[src/design/slsw_pkg.sv]
// ----------------------------------------------------------------------------
// slsw_pkg
// Shared widths, constants and the slew step of the slew-limited square wave.
// ----------------------------------------------------------------------------
`default_nettype none

package slsw_pkg;

  localparam int ELAPSED_W = 20;
  localparam int PERIOD_W  = 24;
  localparam int LEVEL_W   = 8;
  localparam int EDGE_W    = 16;
  localparam int PHASE_W   = 26;
  localparam int STEP_W    = 9;

  localparam int CFG_INDEX_W = 1;
  localparam logic [CFG_INDEX_W-1:0] CFG_HIGH_PERIOD = 1'b0;
  localparam logic [CFG_INDEX_W-1:0] CFG_LOW_PERIOD  = 1'b1;

  localparam int SLEW_DIV = 88;
  localparam logic [PERIOD_W-1:0] SLEW_LIM = PERIOD_W'(SLEW_DIV * 256);
  localparam logic [LEVEL_W-1:0]  LEVEL_MAX = 8'hff;

  // floor(x / 88) = floor((x >> 3) * 2979 >> 15) for x <= 88 * 256
  localparam int RECIP_W     = 12;
  localparam int RECIP_SHIFT = 15;
  localparam logic [RECIP_W-1:0] RECIP_11 = 12'd2979;

  typedef logic [LEVEL_W-1:0] level_t;

  function automatic level_t slew_step(input level_t lvl, input logic pol,
                                       input logic [PERIOD_W-1:0] span);
    logic [2*RECIP_W-1:0] prod;
    logic [STEP_W-1:0]    steps;
    logic [STEP_W:0]      up;
    level_t               res;
    prod  = span[RECIP_W+2:3] * RECIP_11;
    steps = prod[RECIP_SHIFT+STEP_W-1:RECIP_SHIFT];
    up    = {2'b00, lvl} + {1'b0, steps};
    if (span > SLEW_LIM) begin
      res = pol ? LEVEL_MAX : '0;
    end else if (pol) begin
      res = (up > {2'b00, LEVEL_MAX}) ? LEVEL_MAX : up[LEVEL_W-1:0];
    end else begin
      res = (steps >= {1'b0, lvl}) ? '0 : (lvl - steps[LEVEL_W-1:0]);
    end
    return res;
  endfunction

endpackage

`default_nettype wire

[src/design/slew_limited_square_wave.sv]
// ----------------------------------------------------------------------------
// slew_limited_square_wave
// 1-bit sound channel whose level slews toward the current wave polarity.
// ----------------------------------------------------------------------------
// Each input transaction carries the ns elapsed since the previous one; the
// block answers with one output transaction holding the level, polarity and
// edge count after that span. A zero span goes straight to the done state; a
// nonzero span takes a slew step and, when both half-periods are nonzero, a
// phase step and a check, then a slew step and a check per half-period expiry
// inside the span, as a small sequencer walks them one at a time through a
// single shared phase adder and the slew unit. A full output register holds
// the sequencer in the done state until out_ready frees it. in_ready is high
// whenever the sequencer is idle, which it is once the result is loaded; a
// finished result waits in the output register while the next is accepted.
`default_nettype none

module slew_limited_square_wave (
  input  wire logic                                clk,
  input  wire logic                                rst_n,
  input  wire logic                                in_valid,
  output      logic                                in_ready,
  input  wire logic [slsw_pkg::ELAPSED_W-1:0]      in_elapsed_ns,
  output      logic                                out_valid,
  input  wire logic                                out_ready,
  output      logic [slsw_pkg::LEVEL_W-1:0]        out_level,
  output      logic                                out_polarity,
  output      logic [slsw_pkg::EDGE_W-1:0]         out_edge_count,
  input  wire logic                                cfg_valid,
  output      logic                                cfg_ready,
  input  wire logic [slsw_pkg::CFG_INDEX_W-1:0]    cfg_index,
  input  wire logic [slsw_pkg::PERIOD_W-1:0]       cfg_wdata
);

  localparam logic [2:0] S_IDLE  = 3'd0;
  localparam logic [2:0] S_SLEW  = 3'd1;
  localparam logic [2:0] S_PHASE = 3'd2;
  localparam logic [2:0] S_CHECK = 3'd3;
  localparam logic [2:0] S_DONE  = 3'd4;

  localparam int PW = slsw_pkg::PHASE_W;
  localparam int DW = slsw_pkg::PERIOD_W;

  logic [2:0]                      state_r, state_nxt;
  logic                            loop_r, loop_nxt;
  logic [DW-1:0]                   span_r, span_nxt;
  logic [DW-1:0]                   high_r, low_r;
  slsw_pkg::level_t                level_r, level_nxt;
  logic                            pol_r, pol_nxt;
  logic signed [PW-1:0]            phase_r, phase_nxt;
  logic [slsw_pkg::EDGE_W-1:0]     edge_r, edge_nxt;
  logic                            out_valid_r;
  slsw_pkg::level_t                out_level_r;
  logic                            out_pol_r;
  logic [slsw_pkg::EDGE_W-1:0]     out_edge_r;

  logic                            periods_on;
  logic [DW-1:0]                   per;
  logic signed [PW-1:0]            addend;
  logic signed [PW-1:0]            sum;
  logic [PW-1:0]                   neg_phase;
  logic                            expired;
  logic                            out_free;

  assign in_ready       = (state_r == S_IDLE);
  assign cfg_ready      = 1'b1;
  assign out_valid      = out_valid_r;
  assign out_level      = out_level_r;
  assign out_polarity   = out_pol_r;
  assign out_edge_count = out_edge_r;

  assign periods_on = (high_r != '0) && (low_r != '0);
  assign per        = pol_r ? low_r : high_r;
  assign expired    = phase_r[PW-1] || (phase_r == '0);
  assign neg_phase  = PW'(0) - phase_r;
  assign out_free   = !out_valid_r || out_ready;

  // shared phase adder: subtract the span, or add the next half-period
  always_comb begin
    if (state_r == S_PHASE) begin
      addend = ~{2'b00, span_r} + PW'(1);
    end else begin
      addend = {2'b00, per};
    end
    sum = phase_r + addend;
  end

  always_comb begin
    state_nxt = state_r;
    loop_nxt  = loop_r;
    span_nxt  = span_r;
    level_nxt = level_r;
    pol_nxt   = pol_r;
    phase_nxt = phase_r;
    edge_nxt  = edge_r;
    case (state_r)
      S_IDLE: begin
        if (in_valid) begin
          span_nxt  = {{(DW-slsw_pkg::ELAPSED_W){1'b0}}, in_elapsed_ns};
          loop_nxt  = 1'b0;
          state_nxt = (in_elapsed_ns == '0) ? S_DONE : S_SLEW;
        end
      end
      S_SLEW: begin
        level_nxt = slsw_pkg::slew_step(level_r, pol_r, span_r);
        if (loop_r) begin
          state_nxt = S_CHECK;
        end else begin
          state_nxt = periods_on ? S_PHASE : S_DONE;
        end
      end
      S_PHASE: begin
        phase_nxt = sum;
        state_nxt = S_CHECK;
      end
      S_CHECK: begin
        if (expired) begin
          pol_nxt   = ~pol_r;
          edge_nxt  = edge_r + 1'b1;
          phase_nxt = sum;
          span_nxt  = (!sum[PW-1] && sum != '0) ? neg_phase[DW-1:0] : per;
          loop_nxt  = 1'b1;
          state_nxt = S_SLEW;
        end else begin
          state_nxt = S_DONE;
        end
      end
      S_DONE: begin
        if (out_free) begin
          state_nxt = S_IDLE;
        end
      end
      default: begin
        state_nxt = S_IDLE;
      end
    endcase
  end

  always_ff @(posedge clk) begin
    if (!rst_n) begin
      state_r     <= S_IDLE;
      loop_r      <= 1'b0;
      level_r     <= '0;
      pol_r       <= 1'b0;
      phase_r     <= '0;
      edge_r      <= '0;
      high_r      <= '0;
      low_r       <= '0;
      out_valid_r <= 1'b0;
    end else begin
      state_r <= state_nxt;
      loop_r  <= loop_nxt;
      level_r <= level_nxt;
      pol_r   <= pol_nxt;
      phase_r <= phase_nxt;
      edge_r  <= edge_nxt;
      if (cfg_valid) begin
        if (cfg_index == slsw_pkg::CFG_HIGH_PERIOD) begin
          high_r <= cfg_wdata;
        end
        if (cfg_index == slsw_pkg::CFG_LOW_PERIOD) begin
          low_r <= cfg_wdata;
        end
      end
      if (state_r == S_DONE && out_free) begin
        out_valid_r <= 1'b1;
      end else if (out_ready) begin
        out_valid_r <= 1'b0;
      end
    end
  end

  always_ff @(posedge clk) begin
    span_r <= span_nxt;
    if (state_r == S_DONE && out_free) begin
      out_level_r <= level_r;
      out_pol_r   <= pol_r;
      out_edge_r  <= edge_r;
    end
  end

  a_zero_span_done: assert property (@(posedge clk) disable iff (!rst_n)
    (in_valid && in_ready && in_elapsed_ns == '0) |=> (state_r == S_DONE))
    else $error("zero span did not go straight to result");

  a_phase_range: assert property (@(posedge clk) disable iff (!rst_n)
    (phase_r <= $signed(PW'(1 << DW))) && (phase_r >= -$signed(PW'(1 << 20))))
    else $error("phase counter out of range");

  a_result_from_done: assert property (@(posedge clk) disable iff (!rst_n)
    $rose(out_valid_r) |-> ($past(state_r) == S_DONE))
    else $error("result raised outside of completion");

  a_edge_with_toggle: assert property (@(posedge clk) disable iff (!rst_n)
    (edge_r != $past(edge_r)) |-> (pol_r != $past(pol_r)))
    else $error("edge count moved without a polarity toggle");

endmodule

`default_nettype wire
[config.mk]
export PLATFORM = sky130hd
export DESIGN_NAME = slew_limited_square_wave
export DESIGN_NICKNAME = d
export VERILOG_FILES = /design/src/design/slsw_pkg.sv /design/src/design/slew_limited_square_wave.sv
export SDC_FILE = /design/constraint.sdc
export NUM_CORES = 1
export LEC_CHECK = 0
export BUFFER_PORTS_ARGS = -buffer_cell sky130_fd_sc_hd__buf_2
export CAP_MARGIN = 10
export CORE_MARGIN = 2
export CORE_UTILIZATION = 30
export CTS_BUF_LIST = sky130_fd_sc_hd__clkbuf_8
export DETAILED_ROUTE_END_ITERATION = 6
export REMOVE_ABC_BUFFERS = 1
export SLEW_MARGIN = 10
export SYNTH_ARGS = -nofsm -noshare
export SYNTH_HDL_FRONTEND = slang
export SYNTH_SLANG_ARGS = --single-unit
[constraint.sdc]
create_clock -name clk -period 15.6 [get_ports clk]
set_input_delay 3.12 -clock clk [delete_from_list [all_inputs] [get_ports clk]]
set_output_delay 3.12 -clock clk [all_outputs]
set_load 0.02 [all_outputs]
After elaboration in Yosys (flattened, before gate mapping) --
Index checks and enable logic that the tools add are counted.
Word-level totals: output and inout bits 28, bits of input ports 50, register bits 153
Operators by class: equal/unequal tests 7, multiply operators 1, reductions and logical operators 22, mux-type cells 25, magnitude comparators 3, bitwise gates (word level) 3, $add $sub $neg 6
Operators with widths (count):
- 2-to-1 mux 24 bit | 4
- 2-to-1 mux 26 bit | 2
- one-hot mux 26 bit (2 select lines) | 1
- one-hot mux 24 bit (2 select lines) | 1
- nonzero test 24 bit | 2
- 2-to-1 mux 8 bit | 5
- adder 26 x 1 -> 26 bit, second input constant | 1
- adder 26 bit | 1
- zero test 26 bit | 1
- NOT 24 -> 26 bit | 1
- nonzero test 26 bit | 1
- greater-than comparator 24 x 15 -> 1 bit, second input constant | 1
- multiplier 12 x 12 -> 24 bit, second input constant | 1
- subtractor 1 x 24 -> 24 bit, first input constant | 1
- zero test 20 bit | 1
- 2-to-1 mux 3 bit | 6
- adder 16 x 1 -> 16 bit, second input constant | 1
- one-hot mux 3 bit (5 select lines) | 1
- adder 8 x 9 -> 10 bit | 1
- greater-than comparator 10 x 8 -> 1 bit, second input constant | 1
- AND reduction 2 bit | 5
- >= comparator 9 x 8 -> 1 bit | 1
- subtractor 8 bit | 1
- == test 3 x 2 -> 1 bit, second input constant | 2
- other kinds (12) | 24

Longest topological paths before layout --
Gate-level depths: netlist of the first run.
word-level depth 9, gate-level depth with buffers 31

Worst setup path before layout of the first run --
No wires, ideal clock.
path kind register to register, from reg span_r[6], to reg level_r[0], period minus slack after synthesis 6.679 ns, slack 8.921 ns, required time 15.514 ns, cell stages (with the launch flop) 29, arrival 6.594 ns, cell sequence edfxtp_1 -> ha_1 -> xor2_1 -> ha_1 -> fa_1 -> fa_1 -> inv_1 -> fa_1 -> inv_1 -> ha_1 -> a2111o_1 -> a211oi_1 -> o41ai_1 -> or2_2 -> and2_1 -> nor2_1 -> xnor2_1 -> ha_1 -> clkbuf_1 -> o21bai_1 -> a21oi_1 -> o21ai_0 -> a211o_1 -> o211ai_1 -> nor2_1 -> mux2_2 -> nand3_1 -> inv_1 -> a211oi_1
On the way: longest elaborated chain between the ends 6, elaborated cells on any way between the ends 10, those cells by class add/sub: 2; mul: 1; order compare: 3; mux: 4
RTL lines:
- start, declared | line slew_limited_square_wave.sv:45 | logic [DW-1:0] span_r, span_nxt;
- start signal, assigned | line slew_limited_square_wave.sv:173 | span_r <= span_nxt;
- multiplier 12 x 12 -> 24 bit | line slsw_pkg.sv:37 | prod = span[RECIP_W+2:3] * RECIP_11;
- adder 8 x 9 -> 10 bit | line slsw_pkg.sv:39 | up = {2'b00, lvl} + {1'b0, steps};
- greater-than comparator 10 x 8 -> 1 bit | line slsw_pkg.sv:43 | res = (up > {2'b00, LEVEL_MAX}) ? LEVEL_MAX : up[LEVEL_W-1:0];
- 2-to-1 mux 8 bit | line slsw_pkg.sv:43
- 2-to-1 mux 8 bit | line slsw_pkg.sv:42 | end else if (pol) begin
- 2-to-1 mux 8 bit (*) | line slsw_pkg.sv:40 | if (span > SLEW_LIM) begin
- end signal, assigned | line slew_limited_square_wave.sv:152 | level_r <= level_nxt;
- end, declared | line slew_limited_square_wave.sv:47 | slsw_pkg::level_t level_r, level_nxt;
Every way passes the cells marked *; elsewhere a longest branch is shown, timed or not. A chain may end at the register's enable or synchronous reset.

Final worst setup path of the first run --
from reg span_r[6], to reg level_r[5]
Same word-level chain as after synthesis.

==> results.rst, run 1 <==
.. list-table::
   :header-rows: 1

   * - Metric
     - Value
   * - Number of standard cells after synthesis
     - 1456
   * - Number of instances on the worst hold path
     - 0
   * - Synth Register Bits
     - 153
   * - First-pass GRT wire length
     - 53800 um
   * - Worst EP required
     - 15.95 ns
   * - CTS-repair resized insts
     - 0
   * - Power Total
     - 0.00319 W
   * - HPWL after detailed placement
     - 27100 um
   * - Antenna violations before repair
     - 4
   * - Post-CTS clock slew at the launch and capture registers of the worst setup and hold paths
     - 0.09 ns
   * - Setup repair after global routing missed its margin
     - no
   * - Number of levels the H-tree was split into
     - 4
   * - CP startpoint kind
     - flip-flop
   * - Depth of the worst register-to-register path
     - 27
   * - Remaining Overflow, GRT
     - 0
   * - Area enclosed by the die boundary
     - 0.0438 sq mm
   * - Number of cells in the design after placement
     - 2026
   * - Final clock period utilization by the worst path
     - 46.7%
   * - Final setup violation count
     - 0
   * - Sink Count
     - 153
   * - Signal arrival time at the worst endpoint
     - 7.64 ns
   * - DR DRC count
     - 0
   * - Startpoint of the lowest-slack hold path
     - edge_r[15]
   * - Portion of synthesized cell area occupied by the leading cell type
     - 16.5%
   * - Number of buffers inserted by hold repair at cts
     - 0
   * - Core footprint
     - 0.0418 sq mm
   * - Synthesis-to-finish area growth
     - 10.3%
   * - Final cell count without fillers
     - 2059
   * - Final routed wire length divided by cell count
     - 16.4 um
   * - Setup TNS
     - 0 ns
   * - Post-CTS Setup Inserts
     - 0
   * - Min Tclk post-route
     - 7.29 ns
   * - Drt pass-1 iters
     - 5
   * - Final layout net count
     - 1745
   * - Total power per unit cell area
     - 229 mW/mm^2
   * - Die width
     - 209 um
   * - Max IR drop VDD
     - 0.197 mV
   * - Routed wire length
     - 33700 um
   * - Count of nets left with antenna violations after detail routing
     - 0
   * - Final Wtd Congestion
     - 0.875
   * - Ranking of synthesized cells by instance count
     - nand2_1, ha_1, inv_1, dfxtp_1, nor2_1
   * - Layout cells sized above 1
     - 10.5%
   * - Largest net degree at the start of global routing
     - 105
   * - Effective utilization at floorplan
     - 30.2%
   * - Total of buffers placed on input and output ports
     - 76
   * - Worst-case headroom to the max-slew limit
     - 18.7%
   * - Critical path start-end classification
     - flip-flop to flip-flop
   * - Mapped cell area
     - 0.0126 sq mm
   * - Iteration-0 DRC Markers
     - 676
   * - Post-DR vias/cell
     - 4.97
   * - CTS tree
     - done
   * - Synth Warn #
     - 0
   * - Source-to-sink clock delay at the later pin of the worst-skew pair
     - 0.47 ns
   * - Startpoint of the most critical register-to-register path
     - span_r[6]
   * - Post-synthesis cell type count
     - 81
   * - Number of placed I/O pins
     - 78
   * - Worst-Margin Slew
     - 1.22 ns
   * - Dominant cell type by area after synthesis
     - dfxtp_1
   * - Flip-flop cell with the highest count after synthesis
     - dfxtp_1
   * - Static leakage
     - 5.89 nW
   * - Total GRT Usage
     - 15.5%
   * - Path class of the lowest-slack min-delay path
     - flip-flop to flip-flop
   * - Fraction of the yosys area taken by sequential cells
     - 28.1%
   * - Number of placement rows
     - 75
   * - CP endpoint kind
     - flip-flop
   * - Worst-case clock buffer depth
     - 2
   * - Fmax
     - 137 MHz
   * - DR vias
     - 10.2k
   * - Synth Area per Inst
     - 8.67 sq um
   * - CTS root buf
     - clkbuf_8
   * - Startpoint of the most critical setup path
     - span_r[6]
   * - Total of max-cap violations
     - 0
   * - Number of max-slew violations in the final report
     - 0
   * - Filler instances
     - 4312
   * - Y dimension of the die
     - 209 um
   * - Most frequent cell after synthesis
     - nand2_1
   * - Outcome
     - complete, no violations
   * - Synth top area cells
     - dfxtp_1, ha_1, edfxtp_1
   * - Count of flip-flops with a built-in enable after synthesis
     - 49
   * - Async set-or-reset flop fraction in the synthesized netlist
     - 0%
   * - TritonCTS buffer count
     - 17
   * - Final hold viol count
     - 0
   * - Largest fanout on the critical path
     - 7
   * - Setup Skew
     - 0.0122 ns
   * - Via count of the first global-routing pass
     - 10.2k
[metrics by stage]
stage                     hold WS (ns)  setup WS (ns)  instance area [sq um]  utilization (%)
after floorplan                  0.429           8.99                  12400                -
after global placement           0.444           8.53                  13500             32.4
after detailed placement         0.453           8.35                  13500             32.4
after CTS                        0.474           8.33                  13900             33.3
after global routing             0.490           7.82                  13900             33.3
final                            0.469           8.31                  13900             33.3
[cell usage in the layout, fill, tap and decap left out, types with 11 or more instances in the layout]
cell type / instances
nand3_1: 25
buf_2: 76
fa_1: 40
inv_1: 139
nand2b_1: 18
nor2_1: 98
o21ai_0: 38
a221oi_2: 11
a21oi_1: 73
edfxtp_1: 49
nor3_1: 29
ha_1: 149
xor2_1: 30
a211oi_1: 15
clkbuf_8: 18
dfxtp_1: 103
or3_1: 11
nor4_1: 30
mux2i_1: 26
xnor2_1: 64
a21boi_0: 73
nand2_1: 199
and2_1: 18
nand4_1: 12
nor2b_1: 12
[report_power, final]
part / internal [W] / switching [W] / leakage (nW)
Combinational: 0.000998 / 0.00141 / 4.36
Sequential: 0.000440 / 0.0000370 / 1.32
Clock: 0.000148 / 0.000157 / 0.212
[registers in the layout, indices dropped and copies added, names as in the netlist]
name	count
out_valid	1
out_polarity	1
state_r	3
out_edge_count	16
edge_r	16
high_r	24
span_r	24
pol_r	1
out_level	8
level_r	8
low_r	24
loop_r	1
phase_r	26
[cells by family (layout without fill, tap and decap cells)]
kind of cell    after synthesis  after routing  synth area share, %
other cells                   1              2               0.0297
compound gates              298            298                 16.9
fa+ha+maj                   189            189                 21.1
buf+inv                     191            254                 5.91
mux                          29             29                 2.33
simple gates                501            501                 19.1
xor+xnor                     94             94                 6.52
flops                       153            153                 28.1
[path summary, 6_finish.rpt]
| kind | to | slack (ns) |
|---|---|---|
| setup / recovery | level_r[5] | 8.31 |
| hold / removal | out_edge_count[15] | 0.47 |
| setup reg to reg | level_r[5] | 8.31 |
| hold reg to reg | out_edge_count[15] | 0.47 |
[worst max-delay path, cell delays in order (launching register included)]
cell and delay, ns:
edfxtp_1 0.52, inv_1 0.11, ha_1 0.36, ha_1 0.34, fa_1 0.51, fa_1 0.54, inv_1 0.05, fa_1 0.53
inv_1 0.04, ha_1 0.29, a2111o_1 0.38, a211oi_1 0.32, o41ai_1 0.17, or2_2 0.30, and2_1 0.18, nor2_1 0.30
inv_1 0.13, fa_1 0.44, o21bai_1 0.15, a21oi_1 0.12, o21ai_0 0.25, a211o_1 0.17, o211ai_1 0.14, nor2_1 0.13
mux2_2 0.15, nand3_1 0.16, o31ai_1 0.30, a211oi_1 0.07
[layer usage]
| layer | vias up | GRT usage, % | wire length, um |
|---|---|---|---|
| met1 | 4845 | 18.5 | 14800 |
| li1 | 5166 | - | - |
| met4 | 6 | 6.80 | 1200 |
| met2 | 176 | 27.8 | 16600 |
| met5 | - | 0 | 40 |
| met3 | 50 | 2.06 | 981 |
[layout make-up]
| type | instances | area (sq um) | area share [%] |
|---|---|---|---|
| multi-input combinational | 1112 | 8340 | 59.9 |
| timing repair buffer | 85 | 448 | 3.22 |
| clock buffer | 18 | 248 | 1.78 |
| clock inverter | 14 | 145 | 1.04 |
| inverter | 137 | 514 | 3.69 |
| antenna | 1 | 2.50 | 0.0180 |
| tap | 539 | 674 | 4.84 |
| sequential | 153 | 3550 | 25.5 |
Note: power is estimated with default switching activity, not from simulation.
==> run 2: changes to the inputs <==
- ABC_AREA: not set -> 1
- clock period: 15.6 -> 7.6 ns (I/O delays scaled with it)
==> run 2 against run 1 <==
Effect of this change:
- flip-flop and latch count unchanged
- critical path depth increased by 8
- cell area is 5.9% higher
- routed wire length rose by 12%
- register-to-register slack got worse by 7.6 ns
- setup slack got worse by 7.6 ns
- clock-buffer cell count shrank 1
- final cell count increased by 23%
- clock skew up 0.00088 ns
- synthesized cell count up 29%
- critical path type unchanged
==> results.rst, run 2 <==
.. list-table::
   :header-rows: 1

   * - Metric
     - Value
   * - Outcome
     - complete, no violations
   * - Via count of the first global-routing pass
     - 11.8k
   * - Number of standard cells after synthesis
     - 1875
   * - Total of max-cap violations
     - 0
   * - Number of buffers inserted by hold repair at cts
     - 0
   * - Worst EP required
     - 7.95 ns
   * - Count of nets left with antenna violations after detail routing
     - 0
   * - Iteration-0 DRC Markers
     - 793
   * - Sink Count
     - 153
   * - Top delay family on crit path
     - adder cells
   * - DR DRC count
     - 0
   * - Die width
     - 215 um
   * - Capturing instance or port of the critical path
     - level_r[1]
   * - Multiplexer fraction of the synthesized cell area
     - 1.50%
   * - Total of buffers placed on input and output ports
     - 76
   * - Post-CTS Setup Inserts
     - 0
   * - Number of cells in the design after placement
     - 2502
   * - Setup Skew
     - 0.0130 ns
   * - Portion of synthesized cell area occupied by the leading cell type
     - 15.6%
   * - Synth Register Bits
     - 153
   * - Path class of the lowest-slack min-delay path
     - flip-flop to flip-flop
   * - Antenna violations before repair
     - 0
   * - Startpoint of the most critical setup path
     - span_r[8]
   * - Post-synthesis share of cell area spent on and, or, nand and nor gates
     - 26.2%
   * - Number of logic stages on the critical path including buffering
     - 35
   * - Final hold viol count
     - 0
   * - Critical path start-end classification
     - flip-flop to flip-flop
   * - Total GRT Usage
     - 16.6%
   * - Ranking of synthesized cells by instance count
     - nand2_1, inv_1, nor2_1, ha_1, o21ai_0
   * - Largest fanout on the critical path
     - 7
   * - Max reg flops
     - 26
   * - Depth of the worst register-to-register path
     - 35
   * - Mapped cell area
     - 0.0133 sq mm
   * - Dominant cell type by area after synthesis
     - dfxtp_1
   * - Cell at the slowest stage of the critical path
     - fa_1
   * - Number of max-slew violations in the final report
     - 0
   * - Routed wire length
     - 37800 um
   * - Buf+Inv Stages, Crit Path
     - 6
   * - Fmax
     - 144 MHz
   * - Remaining Overflow, GRT
     - 0
   * - Async set-or-reset flop fraction in the synthesized netlist
     - 0%
   * - Y dimension of the die
     - 215 um
   * - HPWL after detailed placement
     - 31100 um
   * - Most common cell after layout, fill and taps aside
     - nand2_1
   * - Final clock period utilization by the worst path
     - 91.1%
   * - Most Frequent Cell on Critical Path
     - nand2_1
   * - Final routed wire length divided by cell count
     - 14.9 um
   * - Number of placement rows
     - 77
   * - Flip-flop cell with the highest count after synthesis
     - dfxtp_1
   * - Synth top area cells
     - dfxtp_1, ha_1, nand2_1
   * - Synth Warn #
     - 0
   * - Number of levels the H-tree was split into
     - 4
   * - Largest net degree at the start of global routing
     - 88
   * - Post-DR vias/cell
     - 4.77
   * - Most frequent cell after synthesis
     - nand2_1
   * - TritonCTS buffer count
     - 17
   * - Synthesis-to-finish area growth
     - 10.5%
   * - CP startpoint kind
     - flip-flop
   * - Final Wtd Congestion
     - 0.907
   * - Area enclosed by the die boundary
     - 0.0462 sq mm
   * - Worst-case headroom to the max-slew limit
     - 33.5%
   * - Core footprint
     - 0.0440 sq mm
   * - CTS tree
     - done
   * - Antenna cells
     - 0
   * - Maximum cell stage delay along the critical path
     - 0.54 ns
   * - Setup TNS
     - 0 ns
   * - Setup repair after global routing missed its margin
     - no
   * - Number of placed I/O pins
     - 78
   * - CTS-repair resized insts
     - 0
   * - Layout cells sized above 1
     - 7.62%
   * - Fraction of the yosys area taken by sequential cells
     - 26.6%
   * - Min Tclk post-route
     - 6.92 ns
   * - First-pass GRT wire length
     - 61400 um
   * - Filler instances
     - 4727
   * - Top library cells by usage in the layout, fill and taps aside
     - nand2_1, inv_1, nor2_1
   * - Final setup violation count
     - 0
   * - Parity-gate share of the synthesized area counting xor and xnor cells
     - 4.14%
   * - CP endpoint kind
     - flip-flop
   * - Signal arrival time at the worst endpoint
     - 7.27 ns
   * - R2R setup slack
     - 0.68 ns
   * - Register containing the most flip-flops in the final layout
     - phase_r
   * - Synth Area per Inst
     - 7.11 sq um
   * - Worst-case clock buffer depth
     - 2
   * - Count of flip-flops with a built-in enable after synthesis
     - 49
   * - CTS root buf
     - clkbuf_8
   * - Final cell count without fillers
     - 2534
   * - End of the worst register-to-register path
     - level_r[1]
   * - Arithmetic-cell share of the synthesized area counting full adders, half adders and majority gates
     - 20.0%
   * - Effective utilization at floorplan
     - 30.3%
   * - Drt pass-1 iters
     - 5
   * - DR vias
     - 12.1k
   * - Compound-gate portion of the synthesized area
     - 11.1%
   * - Main combinational cell family by area after synthesis
     - simple AND/OR/NAND/NOR gates
   * - Final layout net count
     - 2168
   * - Post-synthesis cell type count
     - 48
   * - Worst-Margin Slew
     - 0.996 ns
   * - Startpoint of the most critical register-to-register path
     - span_r[8]
   * - Source-to-sink clock delay at the later pin of the worst-skew pair
     - 0.48 ns
   * - Post-CTS clock slew at the launch and capture registers of the worst setup and hold paths
     - 0.09 ns
[run 2: layout make-up]
type / instances / area [sq um] / share of cell area (%)
multi-input combinational: 1360 / 8400 / 57.0
timing repair buffer: 84 / 440 / 2.99
clock buffer: 17 / 234 / 1.59
sequential: 153 / 3550 / 24.1
tap: 592 / 741 / 5.02
inverter: 313 / 1170 / 7.97
clock inverter: 15 / 199 / 1.35
[run 2: worst min path at each step]
stage | startpoint | slack, ns | cells past startpoint | to
after global routing | edge_r[14] | 0.49 | 0 | out_edge_count[14]
after global placement | edge_r[8] | 0.45 | 0 | out_edge_count[8]
after floorplan | edge_r[8] | 0.43 | 0 | out_edge_count[8]
final | edge_r[8] | 0.47 | 2 | edge_r[8]
after detailed placement | edge_r[8] | 0.45 | 0 | out_edge_count[8]
after CTS | edge_r[8] | 0.47 | 2 | edge_r[8]
[run 2: kinds of logic after synthesis]
| family | count (synthesis) |
|---|---|
| compound gates | 280 |
| fa+ha+maj | 189 |
| buf+inv | 362 |
| xor+xnor | 63 |
| other cells | 1 |
| mux | 20 |
| simple gates | 807 |
| flops | 153 |
[run 2: worst reg2reg max path, delay by kind of cell, from the launching register on]
kind | cells | cell delay (ns)
adder cells (fa/ha/maj) | 7 | 3.02
AND/OR/NAND/NOR | 18 | 1.79
XOR/XNOR | 2 | 0.73
flip-flops | 1 | 0.52
buffers and inverters | 6 | 0.44
AO/OA/AOI/OAI | 2 | 0.30
[run 2: metrics by stage]
step / hold slack [ns] / util, % / cell area (sq um) / setup WS [ns]
3_3_place_gp: 0.453 / 32.5 / 14300 / 1.03
6_report: 0.467 / 33.5 / 14700 / 0.678
2_1_floorplan: 0.430 / - / 13100 / 1.57
3_5_place_dp: 0.453 / 32.5 / 14300 / 0.771
4_1_cts: 0.471 / 33.5 / 14700 / 0.762
5_1_grt: 0.489 / 33.5 / 14700 / 0.139
[run 2: layer usage]
| metal | up-vias | GRT usage [%] | part of all wire [%] | routed length (um) |
|---|---|---|---|---|
| met5 | - | 0 | 0 | 0 |
| met4 | 0 | 6.69 | 3.4 | 1280 |
| met3 | 44 | 2.29 | 3.8 | 1440 |
| met2 | 263 | 29.4 | 49 | 18500 |
| met1 | 5615 | 20.2 | 44 | 16500 |
| li1 | 6175 | - | - | - |
Power of run 2 is left out: the tool's default activity adds up to more than one toggle a clock period on the data nets, which glitch-free logic cannot reach.
==> run 3: changes to the inputs <==
- PLACE_DENSITY_LB_ADDON: not set -> 0.15
==> run 3 against run 2 <==
Effect of this change:
- global-route usage rose by 1.0 points
- sequential share of layout area grew 0.13 points
- flip-flop and latch count stayed put
- non-clock buffer count is the same
- cell area fell by 0.53%
- clock-buffer cell count did not move
- final cell count is the same
- core utilization down 0.18 points
- highest routed layer unchanged
- setup slack better by 0.10 ns
- die area unchanged
==> results.rst, run 3 (synthesis gave the netlist of run 2 again) <==
.. list-table::
   :header-rows: 1

   * - Metric
     - Value
   * - Outcome
     - complete, no violations
   * - Depth of the worst register-to-register path
     - 35
   * - Worst EP required
     - 7.96 ns
   * - Max reg flops
     - 26
   * - Remaining Overflow, GRT
     - 0
   * - DR DRC count
     - 0
   * - Most Frequent Cell on Critical Path
     - nand2_1
   * - Layout cells sized above 1
     - 7.72%
   * - Maximum cell stage delay along the critical path
     - 0.55 ns
   * - Most common cell after layout, fill and taps aside
     - nand2_1
   * - Largest net degree at the start of global routing
     - 88
   * - Count of nets left with antenna violations after detail routing
     - 0
   * - Synthesis-to-finish area growth
     - 9.93%
   * - HPWL after detailed placement
     - 32700 um
   * - Final hold viol count
     - 0
   * - Final Wtd Congestion
     - 0.874
   * - TritonCTS buffer count
     - 17
   * - Worst-case headroom to the max-slew limit
     - 30.4%
   * - Number of placed I/O pins
     - 78
   * - Worst-case clock buffer depth
     - 2
   * - CTS tree
     - done
   * - Path class of the lowest-slack min-delay path
     - flip-flop to flip-flop
   * - DR vias
     - 12.0k
   * - Core footprint
     - 0.0440 sq mm
   * - Die width
     - 215 um
   * - Total of buffers placed on input and output ports
     - 76
   * - Y dimension of the die
     - 215 um
   * - Cell at the slowest stage of the critical path
     - fa_1
   * - Setup repair after global routing missed its margin
     - no
   * - CTS root buf
     - clkbuf_8
   * - Final setup violation count
     - 0
   * - Area enclosed by the die boundary
     - 0.0462 sq mm
   * - Total GRT Usage
     - 17.6%
   * - Final cell count without fillers
     - 2534
   * - Final routed wire length divided by cell count
     - 15.8 um
   * - Top library cells by usage in the layout, fill and taps aside
     - nand2_1, inv_1, nor2_1
   * - Number of max-slew violations in the final report
     - 0
   * - Post-DR vias/cell
     - 4.72
   * - Antenna violations before repair
     - 0
   * - Setup Skew
     - 0.0202 ns
   * - CP startpoint kind
     - flip-flop
   * - Critical path start-end classification
     - flip-flop to flip-flop
   * - Fmax
     - 147 MHz
   * - Setup TNS
     - 0 ns
   * - CTS-repair resized insts
     - 0
   * - Final clock period utilization by the worst path
     - 89.8%
   * - Min Tclk post-route
     - 6.82 ns
   * - Sink Count
     - 153
   * - Post-CTS Setup Inserts
     - 0
   * - Number of cells in the design after placement
     - 2502
   * - Post-CTS clock slew at the launch and capture registers of the worst setup and hold paths
     - 0.10 ns
   * - CP endpoint kind
     - flip-flop
   * - Number of placement rows
     - 77
   * - Register containing the most flip-flops in the final layout
     - phase_r
   * - Via count of the first global-routing pass
     - 11.8k
   * - Routed wire length
     - 40100 um
   * - Signal arrival time at the worst endpoint
     - 7.18 ns
   * - Drt pass-1 iters
     - 5
   * - Worst-Margin Slew
     - 1.04 ns
   * - Antenna cells
     - 0
   * - Largest fanout on the critical path
     - 7
   * - Number of buffers inserted by hold repair at cts
     - 0
   * - Total of max-cap violations
     - 0
   * - First-pass GRT wire length
     - 64300 um
   * - Source-to-sink clock delay at the later pin of the worst-skew pair
     - 0.50 ns
   * - Iteration-0 DRC Markers
     - 705
   * - Number of instances on the worst hold path
     - 2
   * - Final layout net count
     - 2168
   * - Number of levels the H-tree was split into
     - 4
   * - Effective utilization at floorplan
     - 30.3%
[run 3: changes by cell type in the layout (fill, tap and decap cells not counted), sizes merged]
cell / delta
bufinv: -4
clkinvlp: +4
[run 3: stage by stage]
stage	area, sq um	util [%]	hold WS (ns)	setup slack [ns]
after floorplan	13100	-	0.430	1.57
after global placement	14300	32.5	0.459	1.00
after detailed placement	14300	32.5	0.456	0.794
after CTS	14700	33.3	0.472	0.755
after global routing	14700	33.3	0.489	0.0812
final	14700	33.3	0.473	0.778
[run 3: area by class of cell]
type / instances / area [sq um]
Clock buffer: 17 / 234
Timing Repair Buffer: 84 / 440
Sequential cell: 153 / 3550
Multi-Input combinational cell: 1360 / 8400
Tap cell: 592 / 741
Fill cell: 4766 / 29400
Clock inverter: 15 / 120
Inverter: 313 / 1170
[run 3: worst paths after layout]
kind | slack (ns) | from | endpoint
worst max-delay path | 0.78 | span_r[9] | level_r[1]
worst min-delay path | 0.47 | edge_r[8] | edge_r[8]
worst max register to register | 0.78 | span_r[9] | level_r[1]
worst min register to register | 0.47 | edge_r[8] | edge_r[8]
[run 3: critical path, delay by kind of cell (launching register included)]
kind	cells	cell delay (ns)
XOR/XNOR	2	0.73
flip-flops	1	0.51
AO/OA/AOI/OAI	2	0.27
buffers and inverters	6	0.42
AND/OR/NAND/NOR	18	1.72
adder cells (fa/ha/maj)	7	3.01
[run 3: routing by layer]
| layer | track usage [%] | up-vias | part of all wire (%) |
|---|---|---|---|
| met4 | 6.11 | 0 | 2.8 |
| li1 | - | 6169 | - |
| met5 | 0 | - | 0 |
| met3 | 2.05 | 50 | 2.5 |
| met2 | 30.9 | 201 | 48 |
| met1 | 22.3 | 5549 | 46 |
Power of run 3 is left out for the same reason.
